<file path="src/rtl/core/pwlci_pkg.sv">
// Shared types and constants for the piecewise linear curve interpolator.
package pwlci_pkg;

  // Value format: signed 48-bit fixed point
  localparam int VW = 48;
  // Quotient width: anything at or above 2^49 saturates
  localparam int QW = VW + 1;
  // Product width of two 48-bit magnitudes
  localparam int PW = 2 * VW;
  // Multiplier digit width and digit count (3 x 17 covers 48 bits)
  localparam int DW = 17;
  localparam int ND = 3;

  typedef logic signed [VW-1:0] val_t;
  typedef logic [VW-1:0]        mag_t;
  typedef logic [QW-1:0]        quo_t;

  // Request types
  localparam logic [1:0] REQ_WRITE    = 2'd0;
  localparam logic [1:0] REQ_AREA_VOL = 2'd1;
  localparam logic [1:0] REQ_DEP_VOL  = 2'd2;
  localparam logic [1:0] REQ_VOL_DEP  = 2'd3;

  // Result status codes
  localparam logic [1:0] STS_OK    = 2'd0;
  localparam logic [1:0] STS_ZDIFF = 2'd1;
  localparam logic [1:0] STS_SAT   = 2'd2;

  localparam val_t VAL_MAX = {1'b0, {(VW-1){1'b1}}};
  localparam val_t VAL_MIN = {1'b1, {(VW-1){1'b0}}};

  // Status from the multiply/divide unit
  typedef struct packed {
    logic done;
    logic ovf;
  } arith_sts_t;

endpackage

</file>
<file path="src/rtl/core/pwlci_muldiv.sv">
// Sequential: |a|*|b| in 17-bit digits; restoring divide by |d| unless ovf.
module pwlci_muldiv (
  input  logic                clk,
  input  logic                rst_n,
  input  logic                start,
  input  pwlci_pkg::mag_t     a_mag,
  input  pwlci_pkg::mag_t     b_mag,
  input  pwlci_pkg::mag_t     d_mag,
  output pwlci_pkg::arith_sts_t sts,
  output pwlci_pkg::quo_t     quo
);
  import pwlci_pkg::*;

  localparam logic [1:0] PH_IDLE = 2'd0;
  localparam logic [1:0] PH_MUL  = 2'd1;
  localparam logic [1:0] PH_CHK  = 2'd2;
  localparam logic [1:0] PH_DIV  = 2'd3;

  logic [1:0]          phase_r;
  logic [5:0]          cnt_r;
  logic                done_r;
  logic                ovf_r;
  mag_t                a_r;
  mag_t                d_r;
  logic [DW*ND-1:0]    b_r;
  logic [PW-1:0]       acc_r;
  mag_t                rem_r;
  quo_t                q_r;

  logic [DW-1:0]       dig;
  logic [VW+DW-1:0]    part;
  logic [VW:0]         trial;
  logic                fits;

  // One digit product per cycle, MSB digit first
  assign dig  = b_r[DW*ND-1 -: DW];
  assign part = a_r * dig;
  // Restoring step: shift in the next dividend bit, try subtract
  assign trial = {rem_r, q_r[QW-1]};
  assign fits  = trial >= {1'b0, d_r};

  always_ff @(posedge clk) begin
    if (!rst_n) begin
      phase_r <= PH_IDLE;
      done_r  <= 1'b0;
    end else begin
      done_r <= 1'b0;
      case (phase_r)
        PH_IDLE: begin
          if (start) begin
            phase_r <= PH_MUL;
          end
        end
        PH_MUL: begin
          if (cnt_r == 6'(ND - 1)) begin
            phase_r <= PH_CHK;
          end
        end
        PH_CHK: begin
          // quotient of 2^49 or more: saturate without dividing
          if (acc_r[PW-1:QW] >= d_r[VW-2:0] && d_r[VW-1] == 1'b0) begin
            phase_r <= PH_IDLE;
            done_r  <= 1'b1;
          end else begin
            phase_r <= PH_DIV;
          end
        end
        PH_DIV: begin
          if (cnt_r == 6'(QW - 1)) begin
            phase_r <= PH_IDLE;
            done_r  <= 1'b1;
          end
        end
        default: phase_r <= PH_IDLE;
      endcase
    end
  end

  // Datapath
  always_ff @(posedge clk) begin
    case (phase_r)
      PH_IDLE: begin
        a_r   <= a_mag;
        d_r   <= d_mag;
        b_r   <= {{(DW*ND-VW){1'b0}}, b_mag};
        acc_r <= '0;
        cnt_r <= '0;
      end
      PH_MUL: begin
        acc_r <= {acc_r[PW-DW-1:0], {DW{1'b0}}} + PW'(part);
        b_r   <= {b_r[DW*(ND-1)-1:0], {DW{1'b0}}};
        cnt_r <= cnt_r + 6'd1;
      end
      PH_CHK: begin
        ovf_r <= (acc_r[PW-1:QW] >= d_r[VW-2:0]) && (d_r[VW-1] == 1'b0);
        rem_r <= {1'b0, acc_r[PW-1:QW]};
        q_r   <= acc_r[QW-1:0];
        cnt_r <= '0;
      end
      PH_DIV: begin
        rem_r <= fits ? VW'(trial - {1'b0, d_r}) : trial[VW-1:0];
        q_r   <= {q_r[QW-2:0], fits};
        cnt_r <= cnt_r + 6'd1;
      end
      default: cnt_r <= '0;
    endcase
  end

  assign sts.done = done_r;
  assign sts.ovf  = ovf_r;
  assign quo      = q_r;

  // A saturating result is never reported after a full divide pass
  a_quick_ovf: assert property (@(posedge clk) disable iff (!rst_n)
    (phase_r == PH_DIV) |=> !ovf_r) else $error("ovf set during divide");
  // Done pulses for one cycle only
  a_done_pulse: assert property (@(posedge clk) disable iff (!rst_n)
    done_r |=> !done_r) else $error("done held");
  // Done only rises once the unit is back in idle
  a_done_idle: assert property (@(posedge clk) disable iff (!rst_n)
    done_r |-> phase_r == PH_IDLE) else $error("done while busy");

endmodule

</file>
<file path="config.mk">
export PLATFORM = sky130hd
export DESIGN_NAME = pwlci_muldiv
export DESIGN_NICKNAME = d
export VERILOG_FILES = /design/src/rtl/core/pwlci_pkg.sv /design/src/rtl/core/pwlci_muldiv.sv
export SDC_FILE = /design/constraint.sdc
export NUM_CORES = 2
export LEC_CHECK = 0
export BUFFER_PORTS_ARGS = -buffer_cell sky130_fd_sc_hd__buf_4
export CAP_MARGIN = 20
export CORE_ASPECT_RATIO = 0.8
export CORE_MARGIN = 4
export CORE_UTILIZATION = 47
export DETAILED_ROUTE_END_ITERATION = 12
export HOLD_SLACK_MARGIN = 0.1
export PLACE_DENSITY = 0.66
export REMOVE_ABC_BUFFERS = 1
export SYNTH_ARGS = -nofsm -noshare
export SYNTH_HDL_FRONTEND = slang
export SYNTH_SLANG_ARGS = --single-unit
</file>
<file path="constraint.sdc">
create_clock -name clk -period 10.9 [get_ports clk]
set_clock_uncertainty 0.15 [all_clocks]
set_input_delay 0.545 -clock clk [delete_from_list [all_inputs] [get_ports clk]]
set_output_delay 0.545 -clock clk [all_outputs]
set_load 0.03 [all_outputs]
</file>
**Yosys cells after proc, flatten, opt, wreduce, memory -nomap -nowiden**

Index checks and enable logic that the tools add are counted.

- Register bits: 350
- Logic and storage cells: 46

- $add $sub $neg: 3
- Multiply operators: 1
- Order comparisons: 2
- Equality and inequality tests: 8
- Mux-type cells: 14
- Bitwise operators: 1
- Reduce and logical (&&, ||, !) cells: 7

Operator list:

| operator | count |
|---|---|
| 96-bit one-hot mux with 2 select lines | 1 |
| 51-bit one-hot mux with 2 select lines | 1 |
| 49-bit one-hot mux with 2 select lines | 1 |
| 96-bit by 65-bit adder with 96-bit output | 1 |
| 48-bit one-hot mux with 2 select lines | 1 |
| 48-bit by 17-bit multiplier with 65-bit output | 1 |
| 49-bit by 48-bit >= comparator with 1-bit output | 1 |
| 48-bit 2-to-1 mux | 1 |
| 48-bit subtractor | 1 |
| 47-bit >= comparator | 1 |
| 6-bit one-hot mux with 2 select lines | 1 |
| 2-bit 2-to-1 mux | 4 |
| 2-bit one-hot mux with 4 select lines | 1 |
| 6-bit by 1-bit adder with 6-bit output (second input constant) | 1 |
| 6-bit by 2-bit equality test with 1-bit output (second input constant) | 1 |
| 6-bit equality test (second input constant) | 1 |
| 2-bit inequality test (second input constant) | 3 |
| 2-bit equality test (second input constant) | 2 |
| 2-bit nonzero test | 2 |
| 2-bit OR reduction | 2 |
| 3-bit AND reduction | 1 |
| 2-bit by 1-bit equality test with 1-bit output (second input constant) | 1 |
| 2-bit zero test | 1 |
| 1-bit 2-to-1 mux | 2 |
| other kinds (3) | 3 |

**Logic depth before layout (Yosys ltp)**

- Word-level depth: 4
- Depth in mapped cells: 27
- Depth with buffers taken out: 24

**Least setup slack after synthesis**

No wires, ideal clock.

- Kind: flip-flop to flip-flop
- Start: register b_r[41]
- End: register acc_r[94] (data pin)
- Library setup time: 147 ps
- Arrival time: 6,811 ps
- Data required time: 10,603 ps
- Slack: 3,792 ps
- Stages on the path, launching flop included: 27
- Buffers on the path: 4
- Clock period less this slack: 7,108 ps
- Cell sequence: edfxtp_1 > clkbuf_1 > clkbuf_1 > nand2_1 > fa_1 > inv_1 > fa_1 > inv_1 > fa_1 > inv_1 > fa_1 > fa_1 > inv_1 > fa_1 > inv_1 > ha_1 > buf_2 > nand4_1 > or2_1 > nor3_1 > nand2_1 > a2111oi_4 > a211oi_1 > or4_1 > clkbuf_2 > or3_1 > a21oi_1

- Cells in the longest elaborated chain, start to end: 3

RTL lines:

| element | RTL line | source |
|---|---|---|
| start, declared | pwlci_muldiv.sv:25 | `logic [DW*ND-1:0] b_r;` |
| start signal, assigned | pwlci_muldiv.sv:85 | `b_r <= {{(DW*ND-VW){1'b0}}, b_mag};` |
| start signal, assigned | pwlci_muldiv.sv:91 | `b_r <= {b_r[DW*(ND-1)-1:0], {DW{1'b0}}};` |
| 48-bit by 17-bit multiplier with 65-bit output | pwlci_muldiv.sv:37 | `assign part = a_r * dig;` |
| 96-bit by 65-bit adder with 96-bit output | pwlci_muldiv.sv:90 | `acc_r <= {acc_r[PW-DW-1:0], {DW{1'b0}}} + PW'(part);` |
| 96-bit one-hot mux with 2 select lines | pwlci_muldiv.sv:81 | `case (phase_r)` |
| end signal, assigned | pwlci_muldiv.sv:90 |  |
| end, declared | pwlci_muldiv.sv:26 | `logic [PW-1:0] acc_r;` |

No other way between the ends.
A chain may end at the register's enable or synchronous reset.

**Worst setup path after layout**

- Start: register b_r[36]
- End: register acc_r[85] (data pin)

The elaborated chain is that of the path after synthesis.

==> qor.csv <==
metric;value;unit
syn_inst;4898;
drtIter0Drc;2884;
grt_pass1_wl;214000;microns
critPathRequiredTime;11200;ps
cpLargestDelayFamily;adder cells;
vias;34500;
io_pins;198;
min_period;8920;ps
crit_slowest_cell;edfxtp_1;
top_usage_layer;met2;
start_kind;register;
cts_made_buffers;44;
postCtsSetupBuffers;0;
fin_hold_ws;155;ps
mappedNetlistArea;45200;sq um
path_class;register to register;
n_antenna_cell;0;
cts_max_level;2;
synthSimpleGateAreaFrac;16.1;%
crit_path_frequent_cell;fa_1;
maxCapViolations;0;
gp_congestion;0.936;
reg2reg_depth;23;
viasPerCell;5.38;
syn_avg_cell_area;9.22;sq um
root_buffer;clkbuf_16;
worst-path-buf-inv;5;
min_period_over_period;81.9;%
synth_compound_area_share;8.36;%
die_x;355;microns
cts_tree;done;
grt_use_met2;41.8;%
insertion_delay;640;ps
dpl.hpwl;102000;microns
path_cells;buf_4 -> buf_4 -> nand2_1 -> fa_1 -> fa_1 -> fa_1 -> inv_1 -> fa_1 -> fa_1 -> inv_1 -> fa_1 -> inv_1 -> ha_1 -> nand2_2 -> nor4_1 -> o211ai_1 -> a31oi_1 -> and3_1 -> a21oi_1 -> o21a_1 -> o211a_1 -> or4_1 -> a21oi_1;
clockBufferDepth;3;
worstSetupStartpoint;b_r[36]$_DFFE_PP_;
ys_ff_latch;350;
clock_sinks;350;
start_util;47.5;%
layout.nets;6230;
synth-adder-area-share;39.8;%
timing.fmax;0.112;GHz
layout_commonest_cell;inv_1;
die_y;285;microns
cts_resized;0;
status;finished clean;
rows;101;
synthArstFlopShare;0;%
hold_path_class;input port to register;
mostFrequentLayoutCells;inv_1, nand2_1, fa_1;
reg2reg_from;b_r[36]$_DFFE_PP_;
synth_warnings;0;
wirelength;136000;microns
synth.distinct_cells;72;
synth_mux_area_share;0.199;%
cp.depth;23;
worst_pin_slew;1110;ps
worstSetupEndpoint;acc_r[85]$_SDFFCE_PN0P_;
drive_above_1_share;6.79;%
rsz0062_at_grt;no;
grtUsageTotal;27.3;%
placed_area;47700;sq um
seq_area_frac_synth;23.1;%
maxSlewViolCount;0;
met3_usage;6.92;%
grt_pass1_vias;36600;
use_met1;39.3;%
r2r_slack;1980;ps
drcViolationCount;0;
firstDrtPassIters;5;
core;95200;sq um
die_area;101000;sq um
endpoint_kind;register;
portBuffers;197;
synth_edf_count;341;
wl_per_cell;21.2;microns
critPathArrivalTime;9230;ps
hold_viol_final;0;
fillers;8781;
setup_viol;0;
relSlewSlack;25.9;%
grt.overflow.total;0;
setup_tns;0;ps
synth_flop_cell;edfxtp_1;
synth_top_family_by_area;adder cells;
finalInstanceArea;50600;sq um
area_growth;12.0;%
crit_fanout;19;
ant_nets;0;
synth_xor_area_share;2.13;%
worstReg2RegEnd;acc_r[85]$_SDFFCE_PN0P_;
clkTransAtPathRegs;70;ps
grt_max_degree;86;
antenna_found_initial;4;
slowest_delay;960;ps
routing by layer:
metal / up-vias / part of all wire (%)
li1: 15600 / -
met1: 17200 / 44
met2: 1497 / 44
met3: 207 / 10
met4: 2 / 2.3
met5: - / 0.0096
per-stage QoR:
step                      setup WS (ps)  util, %  cells
after floorplan                    1450        -   4655
after global placement             2370     50.1   6187
after detailed placement           2140     50.1   6187
after CTS                          2100     53.2   6410
after global routing               1700     53.2   6410
final                              1980     53.2   6410
how the worst min path moves through the flow:
stage,from,endpoint,cells past startpoint
finish,b_mag[36],b_r[36]$_DFFE_PP_,3
global route,b_mag[36],b_r[36]$_DFFE_PP_,3
CTS,b_mag[36],b_r[36]$_DFFE_PP_,3
detailed placement,cnt_r[0]$_SDFF_PN0_,cnt_r[0]$_SDFF_PN0_,1
global placement,cnt_r[0]$_SDFF_PN0_,cnt_r[0]$_SDFF_PN0_,1
floorplan,cnt_r[0]$_SDFF_PN0_,cnt_r[0]$_SDFF_PN0_,1
Yosys cell counts, drive strengths merged (44+ instances only):
cell type	number	area share, %
inv	990	8.2
nand2	879	7.3
fa	738	33
edfxtp	341	23
and2	292	4.0
ha	255	7.1
clkbuf	219	1.8
a21oi	188	2.1
nor2	182	1.5
o21ai	162	1.8
a21o	78	1.3
xnor2	67	1.3
nand3	44	0.49
layout make-up:
| cell class | instances | area, sq um | share of cell area (%) |
|---|---|---|---|
| sequential | 350 | 10400 | 20.6 |
| tap | 1287 | 1610 | 3.18 |
| inverter | 990 | 3720 | 7.35 |
| multi-input combinational | 3315 | 30100 | 59.5 |
| clock inverter | 31 | 320 | 0.633 |
| timing repair buffer | 389 | 3280 | 6.48 |
| clock buffer | 48 | 1120 | 2.21 |
cell families (layout without fill, tap and decap cells):
family,count (synthesis),in the layout
and+or+nand+nor,1597,1597
buffers and inverters,1233,1458
adders and majority gates,993,993
AOI/OAI and AO/OA,606,606
DFF,350,350
xor gates and xnor gates,110,110
muxes,9,9
flip-flops by register name (all words and copies together), names as in the netlist:
register	flops
acc_r	96
quo	49
rem_r	48
phase_r	2
d_r	48
a_r	48
cnt_r	6
b_r	51
ovf_r	1
done_r	1
what timing repair did:
action                                 4_1_cts  5_1_grt
endpoints found under the hold margin      145        0
hold buffers                               144        0
setup endpoints to repair                    0        0
tightest hold or removal path, stage by stage:
cell and delay, ps:
buf_4 80, nand2_1 40, nand2_1 120
Power is left out: the tool's default activity adds up to more than one toggle a clock period on the data nets, which glitch-free logic cannot reach.
